`src/rtl/fsf_pkg.sv`:
```
// fsf_pkg: shared types and constants for the format string char formatter
// item and result word layouts, queue command codes, ascii constants
// no dependencies
`timescale 1ns / 1ps
package fsf_pkg;

	// character counter width
	localparam int COUNT_BITS = 16;

	// command queue depth
	localparam int QUEUE_DEPTH = 4;
	localparam int QUEUE_AW    = $clog2(QUEUE_DEPTH);

	// ascii codes
	localparam logic [7:0] CH_PCT   = 8'h25;
	localparam logic [7:0] CH_D     = 8'h64;
	localparam logic [7:0] CH_C     = 8'h63;
	localparam logic [7:0] CH_X     = 8'h78;
	localparam logic [7:0] CH_ZERO  = 8'h30;
	localparam logic [7:0] CH_UA    = 8'h41;
	localparam logic [7:0] CH_MINUS = 8'h2D;

	// result kinds
	localparam logic [1:0] KIND_CHAR  = 2'd0;
	localparam logic [1:0] KIND_COUNT = 2'd1;
	localparam logic [1:0] KIND_ERROR = 2'd2;

	// decimal digits of a 32-bit magnitude
	localparam int DEC_DIGITS = 10;
	localparam int DIG_AW     = $clog2(DEC_DIGITS);

	// reciprocal of ten, scaled by 2^35
	localparam logic [31:0] RECIP10   = 32'hCCCC_CCCD;
	localparam int          RECIP_SHF = 35;

	// commands from the front to the back
	typedef enum logic [2:0] {
		OP_CHAR    = 3'd0,
		OP_DEC     = 3'd1,
		OP_HEX     = 3'd2,
		OP_END_CNT = 3'd3,
		OP_END_ERR = 3'd4
	} fsf_op_t;

	typedef struct packed {
		fsf_op_t     op;
		logic [7:0]  ch;
		logic [31:0] arg;
	} fsf_cmd_t;

	// front to queue
	typedef struct packed {
		logic     push;
		fsf_cmd_t cmd;
	} fsf_push_t;

	// input word
	typedef struct packed {
		logic [7:0]  format_byte;
		logic [31:0] argument_word;
		logic        end_of_format;
	} fsf_in_t;

	// result word
	typedef struct packed {
		logic [7:0]  out_byte;
		logic [1:0]  out_kind;
		logic [15:0] printed_count;
		logic        last_of_run;
	} fsf_out_t;

	// uppercase hex digit
	function automatic logic [7:0] hex_char(input logic [3:0] nib);
		logic [7:0] r;
		if (nib < 4'd10) begin
			r = CH_ZERO + {4'd0, nib};
		end else begin
			r = CH_UA + {4'd0, nib} - 8'd10;
		end
		return r;
	endfunction

endpackage

```
`src/rtl/fsf_front.sv`:
```
// fsf_front: accepts input words, tracks the conversion mode and classifies
// each byte into a command for the back end
// depends on fsf_pkg
`timescale 1ns / 1ps
module fsf_front (
	input  logic             clk,
	input  logic             arst_n,
	input  logic             item_valid,
	input  fsf_pkg::fsf_in_t item,
	input  logic             queue_full,
	output logic             item_stall,
	output fsf_pkg::fsf_push_t push
);
	import fsf_pkg::*;

	typedef enum logic [2:0] {
		M_NORMAL = 3'b001,
		M_PCT    = 3'b010,
		M_ERR    = 3'b100
	} mode_t;

	mode_t mode_q, mode_d;
	logic  accept;

	assign item_stall = queue_full;
	assign accept     = item_valid && !queue_full;

	// classify the byte against the current mode
	always_comb begin
		mode_d       = mode_q;
		push.push    = 1'b0;
		push.cmd.op  = OP_CHAR;
		push.cmd.ch  = item.format_byte;
		push.cmd.arg = item.argument_word;
		if (item.end_of_format) begin
			push.push = 1'b1;
			mode_d    = M_NORMAL;
			if (mode_q == M_NORMAL || mode_q == M_PCT) begin
				push.cmd.op = OP_END_CNT;
			end else begin
				push.cmd.op = OP_END_ERR;
			end
		end else begin
			case (mode_q)
				M_NORMAL: begin
					if (item.format_byte == CH_PCT) begin
						mode_d = M_PCT;
					end else begin
						push.push = 1'b1;
					end
				end
				M_PCT: begin
					mode_d = M_NORMAL;
					if (item.format_byte == CH_D) begin
						push.push   = 1'b1;
						push.cmd.op = OP_DEC;
					end else if (item.format_byte == CH_C) begin
						push.push   = 1'b1;
						push.cmd.ch = item.argument_word[7:0];
					end else if (item.format_byte == CH_X) begin
						push.push   = 1'b1;
						push.cmd.op = OP_HEX;
					end else if (item.format_byte == CH_PCT) begin
						push.push = 1'b1;
					end else begin
						mode_d = M_ERR;
					end
				end
				default: begin
					// error mode swallows everything up to the end word
				end
			endcase
		end
		if (!accept) begin
			push.push = 1'b0;
		end
	end

	// mode register
	always_ff @(posedge clk or negedge arst_n) begin
		if (!arst_n) begin
			mode_q <= M_NORMAL;
		end else if (accept) begin
			mode_q <= mode_d;
		end
	end

endmodule

```
`config.mk`:
```
export PLATFORM = sky130hd
export DESIGN_NAME = fsf_front
export DESIGN_NICKNAME = d
export VERILOG_FILES = /design/src/rtl/fsf_pkg.sv /design/src/rtl/fsf_front.sv
export SDC_FILE = /design/constraint.sdc
export NUM_CORES = 1
export LEC_CHECK = 0
export ABC_CLOCK_PERIOD_IN_PS = 1800
export BUFFER_PORTS_ARGS = -buffer_cell sky130_fd_sc_hd__buf_4
export CORE_AREA = 2 2 50 52
export DETAILED_ROUTE_END_ITERATION = 8
export DIE_AREA = 0 0 52 54
export PLACE_DENSITY = 0.77
export SYNTH_ARGS = -nofsm -noshare
export SYNTH_HDL_FRONTEND = slang
export SYNTH_SLANG_ARGS = --single-unit
```
`constraint.sdc`:
```
create_clock -name clk -period 1.8 [get_ports clk]
set_clock_uncertainty 0.05 [all_clocks]
set_input_delay 0.18 -clock clk [delete_from_list [all_inputs] [get_ports clk]]
set_output_delay 0.18 -clock clk [all_outputs]
set_load 0.01 [all_outputs]
```
==> flow_metrics.tcl <==
set metrics [dict create \
    status "finished, violations left" \
    violations "negative setup slack" \
    drt_iter0_drc 17 \
    rows 18 \
    grt_pass1_vias 643 \
    gp_congestion 0.744 \
    worst_slack_ps -87.5 \
    required_ps 1570 \
    leakagePower_nw 0.449 \
    drv_cap 0 \
    fin_crit_sh 1.05 \
    dieArea_um2 2810 \
    worstMarginPinSlew_ps 353 \
    cp.depth 5 \
    grt_max_degree 12 \
    antenna_left 0 \
    whs_ps 202 \
    power_density_nw_per_um2 422 \
    post-place-cells 138 \
    hold_class "input port to flip-flop" \
    max_freq_ghz 0.530 \
    cts.reportedPaths.clkPinSlew_ps 40 \
    cts_buffer_depth 2 \
    ys_types 32 \
    syn-instance-count 93 \
    critPathArrivalTime_ps 1660 \
    drc 0 \
    cts_tree "done" \
    synth.yosys.seq_area_share 0.108 \
    syn_area_um2 706 \
    largest_register_ffs 3 \
    multi_input_area_um2 385 \
    die_width_um 52 \
    globalRouteTotalUtil 0.124 \
    clk_latency_ps 230 \
    cpPeakStageDelay_ps 530 \
    worstRegToRegCells 6 \
    endpoint_kind "output port" \
    wl_per_cell_um 12.9 \
    drive_gt1_frac 0.583 \
    yosys_warnings 0 \
    hold_depth 2 \
    crit_chain "buf_6 > or4_4 > or4_4 > o21a_1 > buf_6" \
    maxSlewHeadroom 0.764 \
    cts.sinks 3 \
    syn_nets 138 \
    die_h_um 54 \
    start_kind "input port" \
    cts_buffers 3 \
    regArea_um2 77.6 \
    worst-path-buf-inv 2 \
    core_region_area_um2 2320 \
    peakVddDrop_mv 0.401 \
    hold_violations 0 \
    rsz0062_at_grt "true" \
    dp_hpwl_um 1460 \
    regMostFlops "mode_q" \
    grt_overflow 0 \
    h-tree-depth 1 \
    drt-pass1-iter-count 3 \
    slowest_stage "or4_4" \
    top_regs "mode_q (3)" \
    antenna_found_initial 0 \
    syn_to_final_growth_pct 34.6 \
    setup-violations-final 8 \
    worstPathMaxFanout 4 \
    antenna_cells 0 \
    drt-total-wl_um 1870 \
    final_nets 161 \
    min_period_ps 1890 \
    ys_seq_elements 3 \
    cts_root_buffer "clkbuf_4" \
    postSynthAreaPerCell_um2 7.59 \
    num_io_pins 90 \
    dpl_cell_area_um2 860 \
    vias 726 \
    crit_type "input port to output port" \
    stdcell_count 145 \
    avgViaCountPerCell 5.01 \
    maxSlewViolCount 0 \
    fillers 231 \
    stdcell_area_um2 950 \
    io_buffer_count 41 \
    start_util 0.304 \
    grt_pass1_wl_um 2660 \
    path_delay_family "simple AND/OR/NAND/NOR gates" \
]
## repair_timing
item / in CTS / in global routing
buffers inserted: 2 / 0
endpoints found under the setup margin: 8 / 12
pin swaps: 2 / 0
hold buffers: 1 / 0
hold endpoints to repair: 3 / 0
resized for setup: 10 / 2
## worst register-to-register path, delay by kind of cell (launching register included)
family,cells,cell delay [ps]
AO/OA/AOI/OAI,1,100
buffers and inverters,2,310
flip-flops,1,380
multiplexers,1,130
AND/OR/NAND/NOR,2,270
## per-stage QoR
stage	TNS, ps	utilization	total power (W)	worst slack, ps
2_1_floorplan	0	-	0.000225	139
3_3_place_gp	-435	0.371	0.000266	-77.7
3_5_place_dp	-532	0.371	0.000271	-96.2
4_1_cts	-374	0.407	0.000405	-81.1
5_1_grt	-742	0.409	0.000435	-107
6_report	-313	0.409	0.000401	-87.5
## synthesized netlist by cell type (all sizes together)
cell type  instances  area share
dfstp              1       0.037
and4b              2       0.030
o2111ai            1       0.012
nand3              1      0.0071
nor2b              2       0.018
and3               1      0.0089
clkbuf             1      0.0053
a32o               1       0.014
nand2b             2       0.018
o22ai              2       0.018
o31ai              1       0.011
o21a               7       0.074
a21o               5       0.055
or4                2       0.032
a21oi              4       0.028
mux2i              1       0.014
nor4               1      0.0089
and4bb             1       0.018
nand3b             1       0.011
o21ai              1      0.0071
nand4b             1       0.012
inv                2       0.011
buf               33        0.35
and2               1      0.0089
nand2              5       0.027
nor2               5       0.027
a31oi              1      0.0089
dfrtp              2       0.071
and3b              1       0.014
nor3b              4       0.043
## cell usage in the layout, fill, tap and decap left out, types with 2 or more instances in the layout
cell type	count
buf_4	45
o21a_1	7
buf_6	6
nor2_1	5
nand2_1	5
a21oi_1	4
a21o_1	4
clkbuf_4	3
nor3b_2	2
nor2b_1	2
inv_2	2
or4_4	2
nand2b_1	2
nor3b_1	2
o22ai_1	2
## path summary, 6_finish.rpt
path	from	endpoint	slack [ps]
max in group asynchronous	arst_n	mode_q[0]	1290
worst max-delay path	item[36]	push[32]	-90
worst min-delay path	item[0]	mode_q[1]	200
worst max register to register	mode_q[2]	mode_q[0]	490
worst min register to register	mode_q[0]	mode_q[1]	520
min in group asynchronous	arst_n	mode_q[1]	220
## routing by layer
metal / share of wire / global-route usage / up-vias / wire length (um)
li1: - / - / 342 / -
met1: 0.34 / 0.116 / 330 / 642
met2: 0.50 / 0.241 / 46 / 942
met3: 0.14 / 0.0417 / 8 / 255
met4: 0.017 / 0.0614 / 0 / 31
met5: 0 / 0 / - / 0
## final cells by class
type | instances | share of cell area
Inverter | 2 | 0.00791
Clock buffer | 4 | 0.0277
Multi-Input combinational cell | 54 | 0.406
Tap cell | 30 | 0.0395
Sequential cell | 3 | 0.0817
Timing Repair Buffer | 52 | 0.437
## cells by family (layout without fill, tap and decap cells)
logic type      Yosys count  count (layout)  synth area share
compound gates           23              23             0.229
simple gates             30              30             0.282
flops                     3               3             0.108
buf+inv                  36              58             0.367
mux                       1               1            0.0142
## where the power goes
part	switching, W	leakage (nW)	internal [W]
Sequential	0.0000110	0.0345	0.0000750
Clock	0.0000335	0.0150	0.0000830
Combinational	0.0000851	0.399	0.000114
Power figures use the tool's default switching activity.
