File: src/rtl/fsf_pkg.sv
// fsf_pkg: shared types and constants for the format string char formatter
// item and result word layouts, queue command codes, ascii constants
// no dependencies
`timescale 1ns / 1ps
package fsf_pkg;

	// character counter width
	localparam int COUNT_BITS = 16;

	// command queue depth
	localparam int QUEUE_DEPTH = 4;
	localparam int QUEUE_AW    = $clog2(QUEUE_DEPTH);

	// ascii codes
	localparam logic [7:0] CH_PCT   = 8'h25;
	localparam logic [7:0] CH_D     = 8'h64;
	localparam logic [7:0] CH_C     = 8'h63;
	localparam logic [7:0] CH_X     = 8'h78;
	localparam logic [7:0] CH_ZERO  = 8'h30;
	localparam logic [7:0] CH_UA    = 8'h41;
	localparam logic [7:0] CH_MINUS = 8'h2D;

	// result kinds
	localparam logic [1:0] KIND_CHAR  = 2'd0;
	localparam logic [1:0] KIND_COUNT = 2'd1;
	localparam logic [1:0] KIND_ERROR = 2'd2;

	// decimal digits of a 32-bit magnitude
	localparam int DEC_DIGITS = 10;
	localparam int DIG_AW     = $clog2(DEC_DIGITS);

	// reciprocal of ten, scaled by 2^35
	localparam logic [31:0] RECIP10   = 32'hCCCC_CCCD;
	localparam int          RECIP_SHF = 35;

	// commands from the front to the back
	typedef enum logic [2:0] {
		OP_CHAR    = 3'd0,
		OP_DEC     = 3'd1,
		OP_HEX     = 3'd2,
		OP_END_CNT = 3'd3,
		OP_END_ERR = 3'd4
	} fsf_op_t;

	typedef struct packed {
		fsf_op_t     op;
		logic [7:0]  ch;
		logic [31:0] arg;
	} fsf_cmd_t;

	// front to queue
	typedef struct packed {
		logic     push;
		fsf_cmd_t cmd;
	} fsf_push_t;

	// input word
	typedef struct packed {
		logic [7:0]  format_byte;
		logic [31:0] argument_word;
		logic        end_of_format;
	} fsf_in_t;

	// result word
	typedef struct packed {
		logic [7:0]  out_byte;
		logic [1:0]  out_kind;
		logic [15:0] printed_count;
		logic        last_of_run;
	} fsf_out_t;

	// uppercase hex digit
	function automatic logic [7:0] hex_char(input logic [3:0] nib);
		logic [7:0] r;
		if (nib < 4'd10) begin
			r = CH_ZERO + {4'd0, nib};
		end else begin
			r = CH_UA + {4'd0, nib} - 8'd10;
		end
		return r;
	endfunction

endpackage

File: src/rtl/fsf_queue.sv
// fsf_queue: short command fifo between the front and the back end
// depends on fsf_pkg
`timescale 1ns / 1ps
module fsf_queue (
	input  logic               clk,
	input  logic               arst_n,
	input  fsf_pkg::fsf_push_t push,
	input  logic               pop,
	output fsf_pkg::fsf_cmd_t  head,
	output logic               not_empty,
	output logic               full
);
	import fsf_pkg::*;

	fsf_cmd_t              mem_q [QUEUE_DEPTH];
	logic [QUEUE_AW-1:0]   wptr_q, rptr_q;
	logic [QUEUE_AW:0]     count_q;
	logic                  do_push, do_pop;

	assign full      = count_q == (QUEUE_AW+1)'(QUEUE_DEPTH);
	assign not_empty = count_q != '0;
	assign head      = mem_q[rptr_q];
	assign do_push   = push.push && !full;
	assign do_pop    = pop && not_empty;

	// entry storage
	always_ff @(posedge clk) begin
		if (do_push) begin
			mem_q[wptr_q] <= push.cmd;
		end
	end

	// pointers and fill count
	always_ff @(posedge clk or negedge arst_n) begin
		if (!arst_n) begin
			wptr_q  <= '0;
			rptr_q  <= '0;
			count_q <= '0;
		end else begin
			if (do_push) begin
				wptr_q <= (wptr_q == QUEUE_AW'(QUEUE_DEPTH - 1)) ? '0 : wptr_q + 1'b1;
			end
			if (do_pop) begin
				rptr_q <= (rptr_q == QUEUE_AW'(QUEUE_DEPTH - 1)) ? '0 : rptr_q + 1'b1;
			end
			if (do_push && !do_pop) begin
				count_q <= count_q + 1'b1;
			end else if (do_pop && !do_push) begin
				count_q <= count_q - 1'b1;
			end
		end
	end

	a_count_bound: assert property (@(posedge clk) disable iff (!arst_n)
		count_q <= (QUEUE_AW+1)'(QUEUE_DEPTH))
		else $error("queue fill count beyond depth");

	a_pop_nonempty: assert property (@(posedge clk) disable iff (!arst_n)
		pop |-> not_empty)
		else $error("back end popped an empty queue");

	a_push_grows: assert property (@(posedge clk) disable iff (!arst_n)
		(do_push && !do_pop) |=> count_q == $past(count_q) + 1'b1)
		else $error("push without pop did not grow the queue");

endmodule

File: config.mk
export PLATFORM = sky130hd
export DESIGN_NAME = fsf_queue
export DESIGN_NICKNAME = d
export VERILOG_FILES = /design/src/rtl/fsf_pkg.sv /design/src/rtl/fsf_queue.sv
export SDC_FILE = /design/constraint.sdc
export NUM_CORES = 1
export LEC_CHECK = 0
export ABC_CLOCK_PERIOD_IN_PS = 7190
export BUFFER_PORTS_ARGS = -buffer_cell sky130_fd_sc_hd__buf_2
export CORE_AREA = 2 2 136 151
export DETAILED_ROUTE_END_ITERATION = 8
export DIE_AREA = 0 0 138 153
export GPL_TIMING_DRIVEN = 0
export SLEW_MARGIN = 25
export SYNTH_ARGS = -nofsm -noshare
export SYNTH_HDL_FRONTEND = slang
export SYNTH_SLANG_ARGS = --single-unit
File: constraint.sdc
create_clock -name clk -period 7.19 [get_ports clk]
set_input_delay 1.0785 -clock clk [delete_from_list [all_inputs] [get_ports clk]]
set_output_delay 1.0785 -clock clk [all_outputs]
set_load 0.005 [all_outputs]
==> results of run 1 <==
==> cells in the final DEF, fill, tap and decap left out, types with 2 or more instances in the layout <==
cell type   count
inv_1           3
buf_16          2
buf_2          96
mux2_2          3
clkbuf_16      17
mux4_1          5
mux4_2         38
mux2_1          2
buf_12          7
clkinvlp_4      2
nor2_1          3
xor2_1          2
edfxtp_1      172
clkinv_4        3
ha_1            6
clkinv_2        2
and2_4          3
dfrtp_1         7
inv_6           2
clkinv_1        4
==> flip-flops by register name (all words and copies together), names as in the netlist <==
| register | cells |
|---|---|
| mem_q | 172 |
| count_q | 3 |
| rptr_q | 2 |
| wptr_q | 2 |
==> Yosys cell counts <==
| cell | number |
|---|---|
| nor2b_2 | 1 |
| buf_6 | 1 |
| nor3b_4 | 1 |
| xor2_1 | 2 |
| inv_1 | 3 |
| mux2_2 | 3 |
| and2_1 | 3 |
| or3_4 | 1 |
| fa_1 | 1 |
| edfxtp_1 | 172 |
| mux4_1 | 5 |
| xnor2_1 | 1 |
| nand2_4 | 1 |
| buf_12 | 4 |
| nand2_1 | 1 |
| buf_2 | 5 |
| dfrtp_1 | 7 |
| nor2_1 | 4 |
| ha_1 | 6 |
| mux2_1 | 2 |
| mux4_2 | 38 |
==> metrics by stage <==
step	instances	setup slack (ns)	hold slack [ns]	total power [mW]	cell area, um2
2_1_floorplan	262	3.80	0.464	2.06	6720
3_3_place_gp	605	2.01	0.483	2.42	7490
3_5_place_dp	610	4.53	0.516	2.48	7620
4_1_cts	642	4.21	0.465	3.33	8160
5_1_grt	642	4.14	0.473	3.44	8160
6_report	642	4.27	0.488	3.26	8160
==> power groups by stage <==
stage	Sequential [mW]	Combinational, mW	Clock, mW
after CTS	1.44	1.02	0.872
final	1.44	0.983	0.846
after floorplan	1.45	0.614	0
after global placement	1.47	0.958	0
after detailed placement	1.46	1.02	0
after global routing	1.45	1.07	0.914
==> cell families after synthesis <==
group / after synthesis / synth area share (%)
simple gates: 12 / 1.30
xor+xnor: 3 / 0.391
buf+inv: 13 / 1.90
flops: 179 / 79.5
mux: 48 / 15.5
fa+ha+maj: 7 / 1.41
==> critical path, delay by kind of cell (launching register included) <==
family	cells	cell delay, ns
buf+inv	3	0.72
flops	1	0.34
mux	1	0.37
==> per-layer routing <==
layer,up-vias,global-route usage [%]
li1,1346,-
met1,1607,14.1
met2,70,20.5
met3,7,3.82
met4,0,4.23
met5,-,0
==> final timing paths <==
check,to,slack (ns),cells past startpoint
worst max-delay path,head[24],4.27,4
worst min-delay path,count_q[2],0.49,1
worst max register to register,count_q[2],5.05,8
worst min register to register,count_q[2],0.52,1
max in group asynchronous,wptr_q[1],6.54,1
min in group clk,count_q[2],0.52,1
==> cell type report <==
| class | instances | share of cell area, % |
|---|---|---|
| Sequential cell | 179 | 65.4 |
| Multi-Input combinational cell | 70 | 15.5 |
| Timing Repair Buffer | 96 | 6.99 |
| Clock buffer | 18 | 5.26 |
| Tap cell | 252 | 3.86 |
| Buffer | 10 | 1.43 |
| Clock inverter | 14 | 1.39 |
| Inverter | 3 | 0.138 |
==> metrics.csv, run 1 <==
stage,metric,value,unit
place,place_hpwl,7650,um
clock_tree,post_cts_buffers,0,
timing,relSlewSlack,59.7,%
power_and_ir_drop,p_switching,0.902,mW
synthesis,synth-seq-cells,179,
synthesis,syn_avg_cell_area,25.6,um2
clock_tree,clk_pin_slew,0.06,ns
worst_setup_path,cp_common_cell,buf_2,
die,die-area,21100,um2
drt,drc,0,
global_routing,antenna_found_initial,0,
die,pin_count,92,
drt,met2_length,6330,um
worst_setup_path,crit_path_max_fanout,10,
timing,post-route-period-util,40.7,%
final_layout,multiInputGateArea,1270,um2
clock_tree,clkLatencyLatePin,0.42,ns
timing,max_freq,0.342,GHz
power_and_ir_drop,p_seq_share,44.0,%
min_path,holdCritPathClass,primary input to async pin,
final_layout,fill_cells,1754,
worst_setup_path,critPathArrivalTime,1.84,ns
drt,top_layer,met4,
global_routing,grt_max_degree,27,
die,die_w,138,um
worst_setup_path,worst_path_max_delay_cell,mux4_1,
clock_tree,cts_resized,0,
power_and_ir_drop,irDropWorstVdd,0.185,mV
synthesis,yosysTopAreaCell,edfxtp_1,
worst_setup_path,startpoint,rptr_q[1],
worst_setup_path,crit_path_start_kind,register,
drt,routed-via-count,3030,
power_and_ir_drop,power.internal,2.36,mW
worst_setup_path,path_class,register to output port,
clock_tree,cts_tree,yes,
global_routing,grt.overflow.total,0,
drt,wire_per_inst,18.8,um
drt,wl,12000,um
final_layout,regArea,5340,um2
clock_tree,cts-buffers-inserted,17,
power_and_ir_drop,cellLeakagePower,2.82,nW
place,routabilityCongestion,0.639,
die,chipHeight,153,um
worst_setup_path,path_cells,buf_2 -> buf_2 -> mux4_1 -> buf_2,
final_layout,drive_gt1_share,46.7,%
worst_setup_path,r2r_start,count_q[0],
power_and_ir_drop,p_clk_share,25.9,%
drt,avgViaCountPerCell,4.72,
drt,route.met3.wl,451,um
synthesis,ys_types,21,
timing,finalHoldViolations,0,
run,maxCapViolCount,0,
clock_tree,cts.sinks,179,
die,initial_core_util,34.3,%
clock_tree,htreeDepth,4,
timing,setup-violations-final,0,
clock_tree,clockRootBuffer,clkbuf_16,
timing,final.min_clock_period,2.92,ns
final_layout,diodes,0,
global_routing,grt_use_total,11.9,%
worst_setup_path,cp.required,6.11,ns
synthesis,syn_nets,316,
power_and_ir_drop,power.density,400,nW/um2
global_routing,grt_pass1_vias,3326,
drt,drt-initial-drc-count,162,
final_layout,finish.utilization,41.7,%
drt,m1WireLength,5160,um
die,rows,54,
timing,fin_skew,0.0130,ns
worst_setup_path,end_kind,output port,
place,port_buffers,91,
synthesis,synth-seq-area-share,79.5,%
drt,detail-route-antenna-nets,0,
clock_tree,cts.path.max_buffers,2,
final_layout,synthToLayoutAreaGrowth,21.5,%
power_and_ir_drop,swShare,27.6,%
synthesis,synthTopCellsByArea,"edfxtp_1, mux4_2, dfrtp_1",
synthesis,synth_cells,262,
synthesis,ys_warn_count,0,
synthesis,mappedNetlistArea,6720,um2
final_layout,nNetsFinal,431,
status,outcome,"finished, final reports clean",
timing,tns,0,ns
drt,first_pass_iters,4,
synthesis,synth_top_area_share,76.9,%
timing,finalMaxSlewViolations,0,
timing,worstMarginPinSlew,0.603,ns
global_routing,grt_pass1_wl,18700,um
clock_tree,postCtsHoldBufs,0,
worst_setup_path,critPathMaxStageDelay,0.37,ns
die,fp.coreArea,19600,um2
power_and_ir_drop,power_frac_comb,30.1,%
timing,grt_setup_unrepaired,false,
No activity file was read; power rests on OpenSTA's default activity.
==> run 2: changes to the inputs <==
- ABC_CLOCK_PERIOD_IN_PS: 7190 -> 2800
- clock period: 7.19 -> 2.8 ns (I/O delays scaled with it)
==> metrics.csv, run 2 (same netlist as run 1, synthesis figures left out) <==
stage,metric,value,unit
status,outcome,"finished, final reports clean",
die,initial_core_util,34.3,%
place,routabilityCongestion,0.678,
clock_tree,cts.sinks,179,
timing,tns,0,ns
global_routing,grtUsageMet2,19.1,%
final_layout,regMostFlops,mem_q,
power_and_ir_drop,irDropWorstVdd,0.463,mV
timing,worstMarginPinSlew,0.387,ns
global_routing,grt.overflow.total,0,
worst_setup_path,crit_path_start_kind,register,
timing,finalHoldViolations,0,
final_layout,nNetsFinal,432,
clock_tree,postCtsHoldBufs,1,
final_layout,drive_gt1_share,47.3,%
drt,detail-route-antenna-nets,0,
timing,grt_setup_unrepaired,false,
clock_tree,cts.path.max_buffers,2,
power_and_ir_drop,power.density,1030,nW/um2
clock_tree,post_cts_buffers,0,
final_layout,synthToLayoutAreaGrowth,22.1,%
global_routing,antenna_found_initial,0,
timing,post-route-period-util,80.6,%
clock_tree,clockRootBuffer,clkbuf_16,
final_layout,diodes,0,
place,place_hpwl,7290,um
worst_setup_path,cp.required,2.38,ns
die,die-area,21100,um2
drt,wire_per_inst,18.2,um
worst_setup_path,path_class,register to output port,
clock_tree,cts-buffers-inserted,17,
die,fp.coreArea,19600,um2
timing,setup-violations-final,0,
place,placed_area,7610,um2
worst_setup_path,startpoint,rptr_q[1],
die,chipHeight,153,um
timing,final.min_clock_period,2.26,ns
global_routing,grtUsageMet1,14.8,%
worst_setup_path,critPathMaxStageDelay,0.37,ns
drt,routed-via-count,2968,
drt,avgViaCountPerCell,4.62,
clock_tree,clk_pin_slew,0.07,ns
timing,max_freq,0.443,GHz
global_routing,grt_pass1_wl,18200,um
global_routing,grt_pass1_vias,3289,
clock_tree,clkLatencyLatePin,0.42,ns
final_layout,stdcell_area,8200,um2
power_and_ir_drop,cellLeakagePower,2.84,nW
final_layout,largest_registers,"mem_q: 172 flops, count_q: 3 flops",
clock_tree,htreeDepth,4,
worst_setup_path,end_kind,output port,
global_routing,grt_max_degree,29,
drt,drc,0,
place,port_buffers,91,
global_routing,use_met3,3.67,%
drt,wl,11700,um
final_layout,layout_commonest_cell,edfxtp_1,
run,maxCapViolCount,0,
final_layout,final_cell_mix,"edfxtp_1, buf_2, mux4_2",
die,die_w,138,um
min_path,min_from,push[9],
drt,drt-initial-drc-count,110,
timing,relSlewSlack,74.2,%
global_routing,busiest_layer,met2,
worst_setup_path,critPathArrivalTime,1.84,ns
final_layout,largest_reg_flops,172,
timing,fin_skew,0.0128,ns
drt,first_pass_iters,4,
worst_setup_path,crit_path_max_fanout,10,
clock_tree,cts_resized,0,
worst_setup_path,worst_path_max_delay_cell,mux4_1,
die,pin_count,92,
min_path,holdCritPathClass,primary input to register,
worst_setup_path,r2r_start,count_q[0],
timing,finalMaxSlewViolations,0,
worst_setup_path,path_cells,buf_2 -> buf_2 -> mux4_1 -> buf_2,
die,rows,54,
global_routing,grt_use_total,11.6,%
worst_setup_path,cp_common_cell,buf_2,
clock_tree,cts_tree,yes,
## run 2: cell count changes in the layout (fill, tap and decap cells not counted), sizes merged
cell	delta
clkbuf	-1
inv	+2
bufinv	+1
dlygate4sd3	+1
clkinvlp	+1
clkinv	-3
## run 2: worst paths after layout
check	to	slack [ns]	cells after the start
setup reg to reg	count_q[2]	0.67	8
hold / removal	mem_q[0][9]	0.22	1
min in group asynchronous	count_q[0]	0.37	2
setup / recovery	head[24]	0.54	4
max in group asynchronous	wptr_q[0]	2.27	2
hold reg to reg	count_q[2]	0.51	1
## run 2: layout make-up
type | count | area, um2
timing repair buffer | 97 | 573
fill | 1765 | 11400
clock buffer | 17 | 425
inverter | 3 | 11.3
buffer | 10 | 116
multi-input combinational | 70 | 1270
sequential | 179 | 5340
tap | 252 | 315
clock inverter | 15 | 155
## run 2: per-stage QoR
stage | total power [mW] | hold WS, ns | cells | setup WS, ns | utilization (%)
floorplan | 5.30 | 0.124 | 262 | 0.568 | -
global placement | 6.19 | 0.259 | 605 | -0.405 | 38.2
detailed placement | 6.34 | 0.268 | 610 | 0.679 | 38.9
CTS | 8.66 | 0.188 | 643 | 0.487 | 41.9
global route | 8.95 | 0.196 | 643 | 0.429 | 41.9
finish | 8.48 | 0.216 | 643 | 0.542 | 41.9
## run 2: where the power goes
group / switching [mW] / leakage [nW] / total, mW / internal [mW]
Clock: 0.981 / 0.277 / 2.30 / 1.32
Sequential: 0.144 / 1.66 / 3.68 / 3.54
Combinational: 1.20 / 0.900 / 2.50 / 1.30
## run 2: metal layers
layer / vias up / wire [um]
li1: 1344 / -
met1: 1550 / 5170
met2: 63 / 5950
met3: 11 / 418
met4: 0 / 137
met5: - / 0
## run 2: worst max-delay path, delay by kind of cell, from the launching register on
kind                   cells  cell delay, ns
DFF                        1            0.35
buffers and inverters      3            0.69
muxes                      1            0.37
==> run 3: changes to the inputs <==
- ABC_CLOCK_PERIOD_IN_PS: 2800 -> 2100
- clock period: 2.8 -> 2.1 ns (I/O delays scaled with it)
==> metrics.csv, run 3 (same netlist as run 1, synthesis figures left out) <==
stage,metric,value,unit
status,outcome,"finished, violations left",
status,violations,negative setup slack,
worst_setup_path,crit_path_start_kind,register,
final_layout,drive_gt1_share,47.2,%
die,die-area,21100,um2
final_layout,final_cell_mix,"edfxtp_1, buf_2, mux4_2",
clock_tree,cts_tree,yes,
timing,post-route-period-util,100,%
power_and_ir_drop,irDropWorstVdd,0.606,mV
timing,fin_skew,0.00776,ns
place,routabilityCongestion,0.667,
final_layout,layout_commonest_cell,edfxtp_1,
worst_setup_path,crit_path_max_fanout,10,
timing,worstMarginPinSlew,0.729,ns
die,chipHeight,153,um
clock_tree,cts.sinks,179,
final_layout,synthToLayoutAreaGrowth,22.0,%
final_layout,largest_reg_flops,172,
timing,final.min_clock_period,2.11,ns
global_routing,grt_pass1_vias,3227,
clock_tree,clockRootBuffer,clkbuf_16,
final_layout,instances_no_fill,646,
drt,first_pass_iters,4,
place,placed_area,7560,um2
power_and_ir_drop,power.density,1370,nW/um2
timing,grt_setup_unrepaired,true,
drt,routed-via-count,2985,
worst_setup_path,path_class,register to output port,
clock_tree,htreeDepth,4,
drt,avgViaCountPerCell,4.62,
timing,tns,-0.0315,ns
global_routing,grt_pass1_wl,18200,um
global_routing,grt_max_degree,44,
min_path,holdCritPathClass,primary input to register,
place,port_buffers,91,
timing,relSlewSlack,51.4,%
timing,max_freq,0.474,GHz
drt,drt-initial-drc-count,97,
place,post-place-ws,-0.0312,ns
drt,wire_per_inst,18.1,um
place,place_inst,607,
die,rows,54,
die,pin_count,92,
final_layout,regArea,5340,um2
power_and_ir_drop,cellLeakagePower,2.83,nW
final_layout,diodes,0,
timing,finalMaxSlewViolations,0,
die,fp.coreArea,19600,um2
timing,worst_slack,-0.00951,ns
clock_tree,cts.path.max_buffers,2,
drt,drc,0,
worst_setup_path,critPathArrivalTime,1.79,ns
final_layout,stdcell_area,8200,um2
die,die_w,138,um
final_layout,nNetsFinal,436,
global_routing,antenna_found_initial,0,
die,initial_core_util,34.3,%
timing,finalHoldViolations,0,
global_routing,grt_use_total,11.6,%
final_layout,regMostFlops,mem_q,
timing,setup-violations-final,6,
final_layout,largest_registers,"mem_q: 172 flops, count_q: 3 flops",
worst_setup_path,end_kind,output port,
final_layout,fill_cells,1785,
clock_tree,clkLatencyLatePin,0.41,ns
clock_tree,cts-buffers-inserted,17,
global_routing,grt.overflow.total,0,
worst_setup_path,cp.required,1.78,ns
final_layout,multiInputGateArea,1290,um2
drt,wl,11700,um
drt,detail-route-antenna-nets,0,
clock_tree,clk_pin_slew,0.06,ns
run,maxCapViolCount,0,
place,place_hpwl,6960,um
==> run 3: cell count changes in the layout (fill, tap and decap cells not counted), moves of 2 or more <==
cell / before / now
buf_4: 0 / 9
clkbuf_1: 0 / 2
clkinv_1: 2 / 6
dfrtp_2: 0 / 2
buf_12: 8 / 5
buf_2: 96 / 91
inv_6: 3 / 1
dfrtp_1: 7 / 5
==> run 3: repair_timing <==
item / CTS / global route
resized for setup: 7 / 8
pin swaps: 1 / 4
buffers inserted: 3 / 4
gates cloned: 0 / 0
endpoints found under the hold margin: 7 / 0
endpoints found under the setup margin: 42 / 43
hold buffers: 1 / 0
==> run 3: path summary, 6_finish.rpt <==
| kind | start | end | slack [ns] | cells after the start |
|---|---|---|---|---|
| hold reg to reg | count_q[2] | count_q[2] | 0.53 | 1 |
| setup / recovery | rptr_q[0] | head[12] | -0.01 | 4 |
| min in group asynchronous | arst_n | count_q[2] | 0.27 | 2 |
| hold / removal | push[42] | mem_q[0][42] | 0.12 | 1 |
| max in group asynchronous | arst_n | count_q[0] | 1.65 | 2 |
| setup reg to reg | count_q[1] | count_q[1] | 0.08 | 7 |
==> run 3: per-stage QoR <==
stage	util, %	hold slack (ns)	total power, mW
floorplan	-	0.0194	7.05
global placement	38.3	0.156	8.26
detailed placement	38.6	0.168	8.41
CTS	41.5	0.0885	11.4
global route	41.8	0.0847	11.9
finish	41.8	0.115	11.2
==> run 3: cell type report <==
class | instances | share of cell area (%)
Clock inverter | 12 | 1.10
Timing Repair Buffer | 101 | 7.07
Sequential cell | 179 | 65.2
Buffer | 10 | 1.69
Tap cell | 252 | 3.85
Clock buffer | 19 | 5.28
Multi-Input combinational cell | 70 | 15.7
Inverter | 3 | 0.137
==> run 3: per-layer routing <==
layer / up-vias / part of all wire, % / global-route usage [%]
met4: 0 / 0.87 / 3.79
met5: - / 0 / 0
li1: 1355 / - / -
met1: 1553 / 42 / 14.0
met3: 7 / 4.9 / 3.85
met2: 70 / 52 / 19.8
==> run 3: critical path, cell delays in order (launching register included) <==
cell,delay [ns]
dfrtp_1,0.39
buf_12,0.16
buf_12,0.16
mux4_2,0.52
buf_2,0.14
==> run 3: power breakdown <==
part,switching [mW],internal [mW]
combinational,1.64,1.84
clock,1.23,1.60
sequential,0.175,4.73
total,3.04,8.18
